[src/sv/pasf_pkg.sv]
// Shared types and constants for the period average to scaled frequency core.
// Holds the beat structs, register indexes and clamp limits; no dependencies.
package pasf_pkg;

  localparam int CFG_INDEX_W = 3;
  localparam int CFG_DATA_W  = 28;

  localparam logic [CFG_INDEX_W-1:0] CFG_TIMER_HZ     = 3'd0;
  localparam logic [CFG_INDEX_W-1:0] CFG_CAL_IN_LOW   = 3'd1;
  localparam logic [CFG_INDEX_W-1:0] CFG_CAL_IN_HIGH  = 3'd2;
  localparam logic [CFG_INDEX_W-1:0] CFG_CAL_OUT_LOW  = 3'd3;
  localparam logic [CFG_INDEX_W-1:0] CFG_CAL_OUT_HIGH = 3'd4;

  localparam logic [27:0] TIMER_HZ_RESET     = 28'd125000000;
  localparam logic [23:0] CAL_IN_LOW_RESET   = 24'd20000;
  localparam logic [23:0] CAL_IN_HIGH_RESET  = 24'd25000;
  localparam logic [12:0] CAL_OUT_LOW_RESET  = 13'd100;
  localparam logic [12:0] CAL_OUT_HIGH_RESET = 13'd500;

  localparam logic [20:0] FREQ_MIN_Q8 = 21'd12800;    // 50 Hz
  localparam logic [20:0] FREQ_MAX_Q8 = 21'd1280000;  // 5000 Hz

  typedef struct packed {
    logic [1:0]  channel;
    logic [15:0] period_ticks;
    logic        buffer_end;
  } in_t;

  typedef struct packed {
    logic [1:0]  out_channel;
    logic [20:0] frequency_q8;
  } out_t;

endpackage

[src/sv/period_average_to_scaled_frequency_core.sv]
// Per-channel period accumulation with reciprocal frequency and linear calibration.
// Uses pasf_pkg for beat structs, register indexes and clamp limits.
// Beats without buffer_end are taken back to back. For a buffer_end beat the core steps
// through S_MUL1, S_DIV1, S_SUB, S_MUL2A, S_MUL2B, S_DIV2, S_FIN and S_OUT before out_valid
// rises; equal calibration inputs go straight to S_FIN and a zero sum to S_OUT. S_OUT waits
// while an earlier result still waits for out_ready; in_ready stays low until S_IDLE. The
// quotients come from one bit-serial restoring divider that runs twice (frequency, then
// calibration slope), one quotient bit per cycle.
// Synchronous reset restores register defaults and clears all sums and counts.
module period_average_to_scaled_frequency_core #(
  parameter int CHANNELS    = 4,
  parameter int MAX_SAMPLES = 256
) (
  input  logic                               clk,
  input  logic                               rst,
  input  logic                               in_valid,
  output logic                               in_ready,
  input  pasf_pkg::in_t                      in_data,
  output logic                               out_valid,
  input  logic                               out_ready,
  output pasf_pkg::out_t                     out_data,
  input  logic                               cfg_we,
  input  logic [pasf_pkg::CFG_INDEX_W-1:0]   cfg_index,
  input  logic [pasf_pkg::CFG_DATA_W-1:0]    cfg_data
);

  localparam int CW   = $clog2(MAX_SAMPLES + 1);
  localparam int CHW  = (CHANNELS > 1) ? $clog2(CHANNELS) : 1;
  localparam int NUM1 = 28 + CW + 8;      // timer_hz * count * 256
  localparam int MW   = NUM1 + 13;        // |d| * |dout|
  localparam int IW   = $clog2(MW + 1);
  localparam int RW   = MW + 2;

  typedef enum logic [3:0] {
    S_IDLE, S_MUL1, S_DIV1, S_SUB, S_MUL2A, S_MUL2B, S_DIV2, S_FIN, S_OUT
  } state_t;

  state_t state;

  logic [27:0] timer_hz;
  logic [23:0] cal_in_low, cal_in_high;
  logic [12:0] cal_out_low, cal_out_high;

  logic [23:0]   tick_sum     [CHANNELS];
  logic [CW-1:0] sample_count [CHANNELS];

  logic [23:0]   sum_l;
  logic [CW-1:0] cnt_l;
  logic [1:0]    ch_l;
  logic [MW-1:0] dreg;
  logic [23:0]   rem;
  logic [23:0]   dv;
  logic [IW-1:0] icnt;
  logic [MW-1:0] acc;
  logic [NUM1-1:0] dmag;
  logic            neg;
  logic [20:0]     res;

  logic            accept, ch_ok;
  logic [CHW-1:0]  sel;
  logic [23:0]     cur_sum, sum_upd;
  logic [CW-1:0]   cur_cnt, cnt_upd;
  logic [24:0]     sum_add;
  logic            keep;
  logic signed [24:0] din;
  logic [23:0]     din_mag;
  logic signed [13:0] dout;
  logic [12:0]     dout_mag;
  logic [NUM1-1:0] num1;
  logic signed [NUM1:0] d_val;
  logic [24:0]     rs;
  logic            ge;
  logic [23:0]     rem_next;
  logic [MW-1:0]   dreg_next;
  logic [MW-1:0]   hi_part;
  logic signed [RW-1:0] s_val, r_val;
  logic [20:0]     lo_q8, res_next;

  assign in_ready = (state == S_IDLE);
  assign accept   = in_valid && in_ready;

  always_comb begin
    ch_ok   = {3'b000, in_data.channel} < 5'(CHANNELS);
    sel     = CHW'(in_data.channel);
    cur_sum = tick_sum[sel];
    cur_cnt = sample_count[sel];
    keep    = cur_cnt < CW'(MAX_SAMPLES);
    sum_add = {1'b0, cur_sum} + {9'd0, in_data.period_ticks};
    if (keep) begin
      sum_upd = sum_add[24] ? 24'hFFFFFF : sum_add[23:0];
      cnt_upd = cur_cnt + CW'(1);
    end else begin
      sum_upd = cur_sum;
      cnt_upd = cur_cnt;
    end

    din      = $signed({1'b0, cal_in_high}) - $signed({1'b0, cal_in_low});
    din_mag  = din[24] ? 24'(-din) : din[23:0];
    dout     = $signed({1'b0, cal_out_high}) - $signed({1'b0, cal_out_low});
    dout_mag = dout[13] ? 13'(-dout) : dout[12:0];

    num1  = {(28 + CW)'(timer_hz) * (28 + CW)'(cnt_l), 8'd0};
    d_val = $signed({1'b0, dreg[NUM1-1:0]})
          - $signed((NUM1 + 1)'({cal_in_low, 8'd0}));

    rs        = {rem, dreg[MW-1]};
    ge        = rs >= {1'b0, dv};
    rem_next  = ge ? 24'(rs - {1'b0, dv}) : rs[23:0];
    dreg_next = {dreg[MW-2:0], ge};

    hi_part = MW'(dmag[NUM1-1:32] * (NUM1 - 19)'(dout_mag)) << 32;

    lo_q8 = {cal_out_low, 8'd0};
    s_val = neg ? -$signed(RW'(dreg)) : $signed(RW'(dreg));
    r_val = s_val + $signed(RW'(lo_q8));
    if (r_val < $signed(RW'(pasf_pkg::FREQ_MIN_Q8))) begin
      res_next = pasf_pkg::FREQ_MIN_Q8;
    end else if (r_val > $signed(RW'(pasf_pkg::FREQ_MAX_Q8))) begin
      res_next = pasf_pkg::FREQ_MAX_Q8;
    end else begin
      res_next = r_val[20:0];
    end
  end

  always_ff @(posedge clk) begin
    if (rst) begin
      state        <= S_IDLE;
      out_valid    <= 1'b0;
      timer_hz     <= pasf_pkg::TIMER_HZ_RESET;
      cal_in_low   <= pasf_pkg::CAL_IN_LOW_RESET;
      cal_in_high  <= pasf_pkg::CAL_IN_HIGH_RESET;
      cal_out_low  <= pasf_pkg::CAL_OUT_LOW_RESET;
      cal_out_high <= pasf_pkg::CAL_OUT_HIGH_RESET;
      for (int i = 0; i < CHANNELS; i++) begin
        tick_sum[i]     <= '0;
        sample_count[i] <= '0;
      end
    end else begin
      if (cfg_we) begin
        case (cfg_index)
          pasf_pkg::CFG_TIMER_HZ:     timer_hz     <= cfg_data;
          pasf_pkg::CFG_CAL_IN_LOW:   cal_in_low   <= cfg_data[23:0];
          pasf_pkg::CFG_CAL_IN_HIGH:  cal_in_high  <= cfg_data[23:0];
          pasf_pkg::CFG_CAL_OUT_LOW:  cal_out_low  <= cfg_data[12:0];
          pasf_pkg::CFG_CAL_OUT_HIGH: cal_out_high <= cfg_data[12:0];
          default: ;
        endcase
      end

      if (out_valid && out_ready && state != S_OUT) begin
        out_valid <= 1'b0;
      end

      case (state)
        S_IDLE: begin
          if (accept && ch_ok) begin
            if (in_data.buffer_end) begin
              tick_sum[sel]     <= '0;
              sample_count[sel] <= '0;
              sum_l <= sum_upd;
              cnt_l <= cnt_upd;
              ch_l  <= in_data.channel;
              if (sum_upd == 24'd0) begin
                res   <= pasf_pkg::FREQ_MAX_Q8;
                state <= S_OUT;
              end else if (din == 25'sd0) begin
                dreg  <= '0;
                neg   <= 1'b0;
                state <= S_FIN;
              end else begin
                state <= S_MUL1;
              end
            end else begin
              tick_sum[sel]     <= sum_upd;
              sample_count[sel] <= cnt_upd;
            end
          end
        end
        S_MUL1: begin
          dreg  <= {num1, {(MW - NUM1){1'b0}}};
          rem   <= '0;
          dv    <= sum_l;
          icnt  <= IW'(NUM1);
          state <= S_DIV1;
        end
        S_DIV1: begin
          dreg <= dreg_next;
          rem  <= rem_next;
          icnt <= icnt - IW'(1);
          if (icnt == IW'(1)) begin
            state <= S_SUB;
          end
        end
        S_SUB: begin
          dmag  <= d_val[NUM1] ? NUM1'(-d_val) : d_val[NUM1-1:0];
          neg   <= d_val[NUM1] ^ dout[13] ^ din[24];
          state <= S_MUL2A;
        end
        S_MUL2A: begin
          acc   <= MW'(dmag[31:0] * 45'(dout_mag));
          state <= S_MUL2B;
        end
        S_MUL2B: begin
          dreg  <= acc + hi_part;
          rem   <= '0;
          dv    <= din_mag;
          icnt  <= IW'(MW);
          state <= S_DIV2;
        end
        S_DIV2: begin
          dreg <= dreg_next;
          rem  <= rem_next;
          icnt <= icnt - IW'(1);
          if (icnt == IW'(1)) begin
            state <= S_FIN;
          end
        end
        S_FIN: begin
          res   <= res_next;
          state <= S_OUT;
        end
        S_OUT: begin
          if (!out_valid || out_ready) begin
            out_valid             <= 1'b1;
            out_data.out_channel  <= ch_l;
            out_data.frequency_q8 <= res;
            state                 <= S_IDLE;
          end
        end
        default: state <= S_IDLE;
      endcase
    end
  end

endmodule

[config.mk]
export PLATFORM = sky130hd
export DESIGN_NAME = period_average_to_scaled_frequency_core
export DESIGN_NICKNAME = d
export VERILOG_FILES = /design/src/sv/pasf_pkg.sv /design/src/sv/period_average_to_scaled_frequency_core.sv
export SDC_FILE = /design/constraint.sdc
export NUM_CORES = 2
export LEC_CHECK = 0
export BUFFER_PORTS_ARGS = -buffer_cell sky130_fd_sc_hd__buf_4
export CORE_MARGIN = 2
export CORE_UTILIZATION = 38
export DETAILED_ROUTE_END_ITERATION = 12
export PLACE_DENSITY = 0.56
export RECOVER_POWER = 100
export SYNTH_ARGS = -nofsm -noshare
export SYNTH_HDL_FRONTEND = slang
export SYNTH_SLANG_ARGS = --single-unit
[constraint.sdc]
create_clock -name clk -period 12.8 [get_ports clk]
set_clock_uncertainty 0.05 [all_clocks]
set_input_delay 3.84 -clock clk [delete_from_list [all_inputs] [get_ports clk]]
set_output_delay 3.84 -clock clk [all_outputs]
set_load 0.02 [all_outputs]
# == Word level (Yosys, flattened, before mapping) ==
# Memory sizes are Yosys's and may differ from the RTL's.
# Cells that the tools add are included.
# classes
add_sub_neg,13
multipliers,3
n_lt_le_gt_ge,4
eq_ne,22
n_mux,58
bitwise_logic,5
n_reduce_logical,35
# op_table
operator,count
$mux 58,4
$pmux 58 s4,1
$mux 24,6
$mux 21,5
$pmux 24 s2,2
$add 60x22->60,1
$gt 60x22->1 const B,1
$lt 60x15->1 const B,1
$mux 60,1
$neg 58->60,1
$add 45x58->58,1
$sub 45x32->46,1
$mul 32x13->45,1
$mux 45,1
$neg 45->45,1
$pmux 21 s2,1
$mul 28x9->37,1
$pmux 4 s9,1
$mux 9,3
$mul 13x13->26,1
$add 24x16->25,1
$ge 25x24->1,1
$logic_not 25->1,1
$sub 24x24->25,1
other kinds (45),101
# totals
regBits,389
ramBits,132
out_inout_bits,25
wordCells,162
mem_count,2
# mem_list
name,words,width,rd,rd_ports_with_merged_regs,write_ports,line,text
tick_sum,4,24,1,0,4,period_average_to_scaled_frequency_core.sv:44,logic [23:0] tick_sum [CHANNELS];
sample_count,4,9,1,0,4,period_average_to_scaled_frequency_core.sv:45,logic [CW-1:0] sample_count [CHANNELS];

# == Depth between registers and ports, before layout ==
# depth
word_depth,9
depth_mapped,42
depth_no_buf,40

# == Worst setup path after synthesis ==
# Ideal clock, no wire load.
# synth_timing
path_kind,input -> register
startpoint,input in_data[17] (netlist name)
endpoint,"register dreg[0], enable pin"
arrival_time_ns,9.805
setup_slack_ns,2.520
cell_stages,18
path_buffers,4
cell_sequence,buf_1 clkbuf_1 clkbuf_1 mux4_2 ha_1 and3_1 o21ai_0 a21o_1 a31oi_1 o21ai_0 o31a_1 clkbuf_1 a31o_2 nor4bb_1 and4_1 nand4_1 nand4b_1 nand2b_1
# synth_via
elab_chain_len,7
word_cells_on_any_way,9
classes_between,add/sub: 1; order compare: 1; eq/ne: 1; mux: 2; reduce/logical: 2; memory: 2
# synth_rtl
element,line,text
"start, declared",period_average_to_scaled_frequency_core.sv:18,"input pasf_pkg::in_t in_data,"
$mem_v2 4x24,-,
$add 24x16->25,period_average_to_scaled_frequency_core.sv:88,"sum_add = {1'b0, cur_sum} + {9'd0, in_data.period_ticks};"
$mux 24,period_average_to_scaled_frequency_core.sv:90,sum_upd = sum_add[24] ? 24'hFFFFFF : sum_add[23:0];
$mux 24 (*),period_average_to_scaled_frequency_core.sv:89,if (keep) begin
$logic_not 24->1 (*),period_average_to_scaled_frequency_core.sv:163,if (sum_upd == 24'd0) begin
$ne 2x2->1 (no line) (*),-,
$reduce_and 6->1 (no line) (*),-,
"end signal, assigned",period_average_to_scaled_frequency_core.sv:180,"dreg <= {num1, {(MW - NUM1){1'b0}}};"
"end signal, assigned",period_average_to_scaled_frequency_core.sv:187,dreg <= dreg_next;
"end signal, assigned",period_average_to_scaled_frequency_core.sv:204,dreg <= acc + hi_part;
"end, declared",period_average_to_scaled_frequency_core.sv:50,logic [MW-1:0] dreg;
# Every way passes the cells marked *; elsewhere a longest branch is shown, timed or not.
# A chain may end at the register's enable or synchronous reset.

==> metrics.txt <==
status=finished with violations; failing checks=max-capacitance violations, max-slew violations; GRT overflow=0; Synth Area per Inst=roughly 9 um2; crit path max fanout=64; layout cells sized above 1=0.0511; Fillers=14700; DP HPWL=121 mm; largest net degree at the start of global routing=73; cell count after synthesis=6063; Synth area leader=fa_1; ys flop type=edfxtp_1; Max Buffers Root-to-Sink=3; clock latency on the worst-skew pair=0.70 ns; CTS resizes=0; I/O pins=80; minimum clock period=11.36 ns; CP Class=in -> reg; Distinct cells, synth=94; Worst-Margin Slew=3.45 ns; Worst-path clk slew=0.06 ns; Hold Buf Count CTS=0; die extent in x=388 um; cell row count=141; die area=between 150000 and 200000 um2; worst-path cell with the longest stage delay=clkbuf_1; Top cell by count, worst path=clkbuf_1; crit-path cells=clkbuf_1, clkbuf_1, nor2_1, nand3b_1, clkbuf_1, nand2b_1, clkbuf_1; CP endpoint=tick_sum[2][11]$_SDFFCE_PN0P_; Critical R2R Launch=cal_out_low[1]$_SDFFE_PP0P_; Layout area overhead=7.90%; top-area cell type share of the netlist area=0.229; Peak Freq=0.0880 GHz; critical path arrival=11.50 ns; Vias=around 43000; Final Setup Violations=0; Total Neg Setup Slack=0 ns; first-pass GRT wire length=251 mm; Final period util=0.887; Buffers on Ports=79; H-tree Lvls=2; CTS sink cnt=521; worst r2r path cells=38; Slew Viols, Final=around 830; Worst Setup End Kind=flop; unrepaired setup endpoints after global routing=false; GR Util All Layers=0.211; post-CTS setup buffers=0; Nets=7007; Slew headroom=-1.30; WL/cell=19.9 um; total number of yosys warnings=0; Yosys reg bits=521; 1st-pass router iterations=6; initial antenna violation count=3; reg2reg end=dreg[56]$_DFFE_PP_; Crit path required time=between 10 and 15 ns; synth top area cells=fa_1 23%, edfxtp_1 22%, ha_1 7.8%; CORE AREA=147000 um2; max-cap viol count=22; critical path's largest stage delay=2.12 ns; CTS tree=built; Reg area=14600 um2; total wire length=158 mm; CTS Buf Count=61; DR iter-0 viols=roughly 3100; root buf cell=clkbuf_16; Worst setup SP type=primary input; Multi-input gate area=37600 um2; Post-synth EDFFs=between 400 and 500; ant diodes=0; DRC errors left=0; Initial Util=0.381; Synth Net Count=7110; flop-to-flop setup slack=roughly 1.5 ns; Placer Congestion=0.928; vias in the first global route=43600; final hold vios=0; Die Y-Extent=388 um; Hold Path Class=reg -> reg; Critical Path Start=rst; Post-DRT Antenna Nets=0; Via density=5.35; ys async rst share=0; sequential-to-total area share from yosys stat=0.260; Syn Std Cell Area=56100 um2
per-stage QoR:
step	instances	setup WS, ns	instance area [um2]	hold WS, ns	util
after floorplan	6063	2.52	56100	0.350	-
after global placement	7827	2.29	58600	0.355	0.398
after detailed placement	7827	2.15	58600	0.355	0.398
after CTS	7943	2.07	60800	0.365	0.413
after global routing	7943	0.711	60600	0.371	0.412
final	7943	1.44	60600	0.367	0.412
state kept, by name, indices dropped and copies added (netlist names):
name,cells
tick_sum,96
dreg,58
acc,45
dmag,45
sample_count,36
timer_hz,28
cal_in_high,24
cal_in_low,24
dv,24
rem,24
sum_l,24
out_data,23
res,21
cal_out_high,13
cal_out_low,13
cnt_l,9
icnt,6
state,4
ch_l,2
neg,1
out_valid,1
cell type report:
| class | count | area share |
|---|---|---|
| inverters | 761 | 0.0472 |
| repair buffers | 141 | 0.0143 |
| clock buffers | 73 | 0.0271 |
| well taps | 1930 | 0.0399 |
| flip-flops and latches | 521 | 0.241 |
| multi-input cells | 4474 | 0.622 |
| clock inverters | 43 | 0.00936 |
worst min-delay path by stage:
stage	from	depth (start not counted)	to	slack, ns
2_1_floorplan	res[0]$_SDFFCE_PP0P_	0	out_data[0]$_DFFE_PP_	0.35
3_3_place_gp	res[8]$_SDFFCE_PP0P_	0	out_data[8]$_DFFE_PP_	0.35
3_5_place_dp	res[13]$_SDFFCE_PP0P_	0	out_data[13]$_DFFE_PP_	0.35
4_1_cts	res[13]$_SDFFCE_PP0P_	0	out_data[13]$_DFFE_PP_	0.36
5_1_grt	res[20]$_SDFFCE_PP1P_	0	out_data[20]$_DFFE_PP_	0.37
6_report	res[13]$_SDFFCE_PP0P_	0	out_data[13]$_DFFE_PP_	0.37
cell usage in the layout (no fill, tap or decap), types with 31 or more instances in the layout:
cell type  instances
nand2_1         1018
inv_1            760
fa_1             641
edfxtp_1         414
ha_1             351
nor2_1           321
and2_1           260
a21oi_1          226
xnor2_1          210
o21ai_0          177
xor2_1           111
dfxtp_1          107
buf_4             90
nor3_1            85
nor2b_1           77
a21o_1            77
clkbuf_16         62
nand3_1           60
nand2b_1          56
clkbuf_1          56
nand3b_1          47
a31oi_1           43
o21a_1            42
nor4_1            41
o31ai_1           39
or3_1             38
and3_1            36
a211oi_1          33
mux4_2            32
mux2i_1           31
worst max-delay path: cells and delay by family:
| kind | cells | cell delay (ns) |
|---|---|---|
| simple gates | 3 | 1.31 |
| buf+inv | 4 | 6.29 |
kinds of logic (layout without fill, tap and decap cells):
family / Yosys count / count (layout) / share of synthesized area
mux: 72 / 72 / 0.0202
compound gates: 904 / 904 / 0.107
buf+inv: 1068 / 1018 / 0.0718
simple gates: 2175 / 2175 / 0.183
xor+xnor: 331 / 331 / 0.0517
flops: 521 / 521 / 0.260
fa+ha+maj: 992 / 992 / 0.307
metal layers:
| layer | track usage | routed length, um |
|---|---|---|
| met4 | 0.0417 | 3070 |
| met1 | 0.292 | 71600 |
| met3 | 0.0230 | 8150 |
| met5 | 0 | 28 |
| met2 | 0.358 | 75500 |
synth_stat cells (all sizes together), types with 86 or more instances:
| cell | number |
|---|---|
| xnor2 | 218 |
| o21ai | 180 |
| and2 | 269 |
| a21oi | 227 |
| inv | 761 |
| edfxtp | 414 |
| ha | 351 |
| nand2 | 1019 |
| xor2 | 113 |
| clkbuf | 275 |
| nor2 | 331 |
| dfxtp | 107 |
| fa | 641 |
| nor3 | 86 |
Power is not shown: default switching activity piles up to over one toggle a cycle in this logic, so the estimate is an artifact.
